`config.mk`:
```
export PLATFORM = sky130hd
export DESIGN_NAME = hnm_mul
export DESIGN_NICKNAME = d
export VERILOG_FILES = /design/src/hdl/hnm_pkg.sv /design/src/hdl/hnm_mul.sv
export SDC_FILE = /design/constraint.sdc
export NUM_CORES = 2
export LEC_CHECK = 0
export ABC_AREA = 1
export CAP_MARGIN = 20
export CORE_ASPECT_RATIO = 1.4
export CORE_MARGIN = 2
export CORE_UTILIZATION = 60
export DETAILED_ROUTE_END_ITERATION = 8
export DONT_BUFFER_PORTS = 1
export PLACE_DENSITY = 0.79
export SYNTH_ARGS = -nofsm -noshare
export SYNTH_HDL_FRONTEND = slang
export SYNTH_SLANG_ARGS = --single-unit
```
`constraint.sdc`:
```
create_clock -name i_clk -period 8.2 [get_ports i_clk]
set_clock_uncertainty 0.05 [all_clocks]
set_input_delay 2.46 -clock i_clk [delete_from_list [all_inputs] [get_ports i_clk]]
set_output_delay 2.46 -clock i_clk [all_outputs]
set_load 0.02 [all_outputs]
```
`src/hdl/hnm_pkg.sv`:
```
package hnm_pkg;

    // shared multiplier operand and product widths
    localparam int MUL_A_W = 48;
    localparam int MUL_B_W = 22;
    localparam int MUL_P_W = MUL_A_W + MUL_B_W;

    // magnitude and accumulator widths
    localparam int MAG_W  = 49;
    localparam int NORM_W = 22;
    localparam int SQ_W   = 2 * NORM_W;
    localparam int Q_W    = SQ_W + 2;
    localparam int CMP_W  = 62;

    // 255^2, and 2*65535 for the z term
    localparam logic [MUL_B_W-1:0] K_BYTE_SQ = 22'd65025;
    localparam logic [MUL_B_W-1:0] K_Z_MULT  = 22'd131070;

    // configuration register indexes
    localparam logic [1:0] REG_ROW_WIDTH    = 2'd0;
    localparam logic [1:0] REG_ROW_COUNT    = 2'd1;
    localparam logic [1:0] REG_HEIGHT_SCALE = 2'd2;
    localparam logic [1:0] REG_GRID_SPACING = 2'd3;

    // component selectors
    localparam logic [1:0] COMP_X = 2'd0;
    localparam logic [1:0] COMP_Y = 2'd1;
    localparam logic [1:0] COMP_Z = 2'd2;

    typedef enum logic [4:0] {
        ST_IDLE,
        ST_RD0,
        ST_RD1,
        ST_WR,
        ST_MULX,
        ST_MULY,
        ST_MULZ,
        ST_GETZ,
        ST_SHIFT,
        ST_SQY,
        ST_SQZ,
        ST_SUM,
        ST_C2,
        ST_CC,
        ST_TT,
        ST_TQ,
        ST_CMP,
        ST_OUT
    } t_state;

endpackage

```
`src/hdl/hnm_mul.sv`:
```
module hnm_mul
    import hnm_pkg::*;
(
    input  logic               i_clk,
    input  logic [MUL_A_W-1:0] i_a,
    input  logic [MUL_B_W-1:0] i_b,
    output logic [MUL_P_W-1:0] o_p
);

    logic [MUL_P_W-1:0] r_p;

    always_ff @(posedge i_clk) begin
        r_p <= MUL_P_W'(i_a) * MUL_P_W'(i_b);
    end

    assign o_p = r_p;

endmodule

```
Word level (Yosys, flattened, before mapping)
Cells that the tools add are included.

word-level totals
  output and inout bits = 70
  register bits after elaboration = 70

cells by class
  $mul = 1

operators by type and width
  kind                          count
  multiplier 48 x 22 -> 70 bit  1

Logic depth before layout (Yosys ltp)
  depth in word-level cells = 1
  mapped depth = 30
  mapped depth without buffers = 28

Worst setup path before layout
OpenSTA, ideal clock, no wires.

  kind = input -> register
  start point = in i_b[1]
  end point = reg r_p[61] (netlist: o_p[61])
  setup time = 0.112 ns
  data required time = 8.038 ns
  slack = 0.033 ns
  buffers on the path = 2
  arrival time = 8.004 ns
  cell stages on the path = 28
  cells stage by stage = clkbuf_1 > buf_1 > nand2_1 > fa_1 > fa_1 > inv_1 > fa_1 > fa_1 > inv_1 > fa_1 > inv_1 > fa_1 > inv_1 > fa_1 > inv_1 > ha_1 > nand2_2 > inv_1 > nand2_1 > nand2_1 > a21oi_1 > nor2_1 > nor2_1 > nand2_1 > nand2_1 > nand2_1 > nand2_1 > nand2_1

on the way
  longest elaborated chain between the ends = 1

RTL lines
  element                       RTL line       RTL
  from (decl)                   hnm_mul.sv:6   input logic [MUL_B_W-1:0] i_b,
  multiplier 48 x 22 -> 70 bit  hnm_mul.sv:13  r_p <= MUL_P_W'(i_a) * MUL_P_W'(i_b);
  to (signal assigned)          hnm_mul.sv:13
  to (decl)                     hnm_mul.sv:10  logic [MUL_P_W-1:0] r_p;

No other way between the ends.

Worst setup path in the final report
  start point = in i_b[2]
  end point = reg r_p[69] (netlist: o_p[69])

The elaborated chain is that of the path after synthesis.

==> metrics.cfg <==
[critical_path]
crit_path_start_kind = input port
crit_type = in2reg
end_kind = flip-flop
cp_cell_sequence = nand2_1, inv_1, fa_1, fa_1, inv_1, fa_1, inv_1, fa_1, inv_1, fa_1, fa_1, fa_1, inv_1, ha_1, nand2_1, nor2_1, inv_1, nor2_1, buf_4, nand2_1, nor2_1, nand3_1, nand4_1, nand2_1
timing.critical_path.buf_inv = 7
cp_slowest_cell = fa_1
arrival_ps = 8230
worst_path_largest_cell_delay_ps = 550
worstPathMaxFanout = 48
path_delay_family = adder cells
required_ps = 8410
cp_common_cell = fa_1

[timing]
layout_setup_ws_ps = 184
fin_hold_ws_ps = 2140
finalCriticalPeriod_ps = 8020
slew_viol_final = 0
rsz0062_at_grt = false
worst_pin_slew_ps = 445
hold_viol = 0
fmax_mhz = 125
min_period_over_period_pct = 97.8
slew-limit-headroom_pct = 70.3
tns_ps = 0
setup_viol = 0

[worst_hold_path]
hp-class = in2reg

[clock_network]
cts_tree = yes
clkTransAtPathRegs_ps = 70
cts_sinks = 70
ctsHtreeMaxLevel = 3
cts_max_path_buffers = 2
cts-root-buf = clkbuf_16
cts_hold_buf = 0
cts_buffers = 9

[routing]
drt_first_pass_iters = 6
wirelength_mm = 99.9
drt_first_iter_violations = 2033
route.detailed.drc = 0
wire_per_inst_um = 19.0
drtAntennaViolNets = 0
vias = 28500
viasPerCell = 5.42

[grt]
grt_pass1_vias = 31400
grt.total_usage_pct = 34.1
antenna_found_initial = 0
met1_usage_pct = 39.3
grt-busiest-layer = met2
grt-ovfl-total = 0
grt_max_degree = 49
use_met3_pct = 5.73
use_met2_pct = 63.0
grt_first_pass_wirelength_mm = 163

[final_layout]
stdcell_count = 5261
drive_above_1_share_pct = 2.24
num_antenna_cells = 0
final_cell_mix = 1498 x nand2_1, 1374 x inv_1, 917 x fa_1
final_common_cell = nand2_1
final.fill_count = 5216
fin_nets = 5673
largest_reg_flops = 70
syn_to_final_growth_pct = 1.93

[floorplan]
placementRows = 106
core-area_sq_mm = 0.0594
ios = 141
start_util_pct = 60.4
die_h_um = 293
dieArea_sq_mm = 0.0618
chipWidth_um = 211

[yosys]
ys_types = 34
syn-instance-count = 4670
synth_warnings = 0
ys_ff_latch = 70
syn_area_sq_mm = 0.0359
syn_avg_cell_area_sq_um = 7.69
yosysSeqAreaShare_pct = 3.90
synth_nets = 5843

[placed_design]
dp.cells = 5245
pre_cts_ws_ps = -143
hpwl_mm = 81.7
portBuffers = 0
finalWeightedCongestion = 1.04

[run]
cap_viol_max_count = 0

[run_status]
outcome = finished, final reports clean

## per-stage QoR
stage	cell area, sq um	utilization, %
finish	36600	61.6
global route	36600	61.6
CTS	36600	61.6
detailed placement	36300	61.0
global placement	36300	61.0
floorplan	35900	-
## what timing repair did
action                                  CTS  global route
endpoints found under the setup margin    0             1
gates resized for setup                   0             7
buffers inserted                          0             0
## Yosys cell counts, drive strengths merged
library cell | count | area [sq um]
nor4 | 2 | 18.8
dfxtp | 70 | 1400
o21a | 2 | 15.0
xnor2 | 3 | 26.3
a21oi | 76 | 388
o21bai | 9 | 67.6
nand2b | 1 | 6.26
a21o | 3 | 22.5
clkbuf | 168 | 631
nor3b | 1 | 12.5
nand4 | 7 | 43.8
xor2 | 39 | 342
a21boi | 1 | 7.51
fa | 917 | 18400
nand2 | 1528 | 5810
inv | 1376 | 5160
nor3 | 9 | 72.6
buf | 38 | 143
nor2 | 153 | 612
nand3 | 52 | 290
o21ai | 30 | 158
ha | 185 | 2310
## path summary, 6_finish.rpt
path / end / slack [ps] / cells past startpoint / start
max: o_p[69]$_DFF_P_ / 180 / 24 / i_b[2]
min: o_p[0]$_DFF_P_ / 2140 / 2 / i_b[0]
## cells by family after synthesis
logic type | count (synthesis) | share of synthesized area [%]
compound gates | 121 | 1.83
xor+xnor | 42 | 1.02
fa+ha+maj | 1102 | 57.6
buf+inv | 1582 | 16.5
flops | 70 | 3.90
simple gates | 1753 | 19.1
## area by class of cell
cell class	instances	area [sq um]	share of cell area, %
Sequential cell	70	1400	3.83
Timing Repair Buffer	25	188	0.513
Tap cell	756	946	2.58
Inverter	1376	5160	14.1
Clock inverter	7	86.3	0.236
Multi-Input combinational cell	3018	28600	78.1
Clock buffer	9	225	0.615
## layer usage
layer / part of all wire, % / routed length (um)
met5: 0 / 0
met2: 54 / 53700
met4: 4.2 / 4220
met3: 7.6 / 7560
met1: 34 / 34500
Power is not shown: default switching activity piles up to over one toggle a cycle in this logic, so the estimate is an artifact.
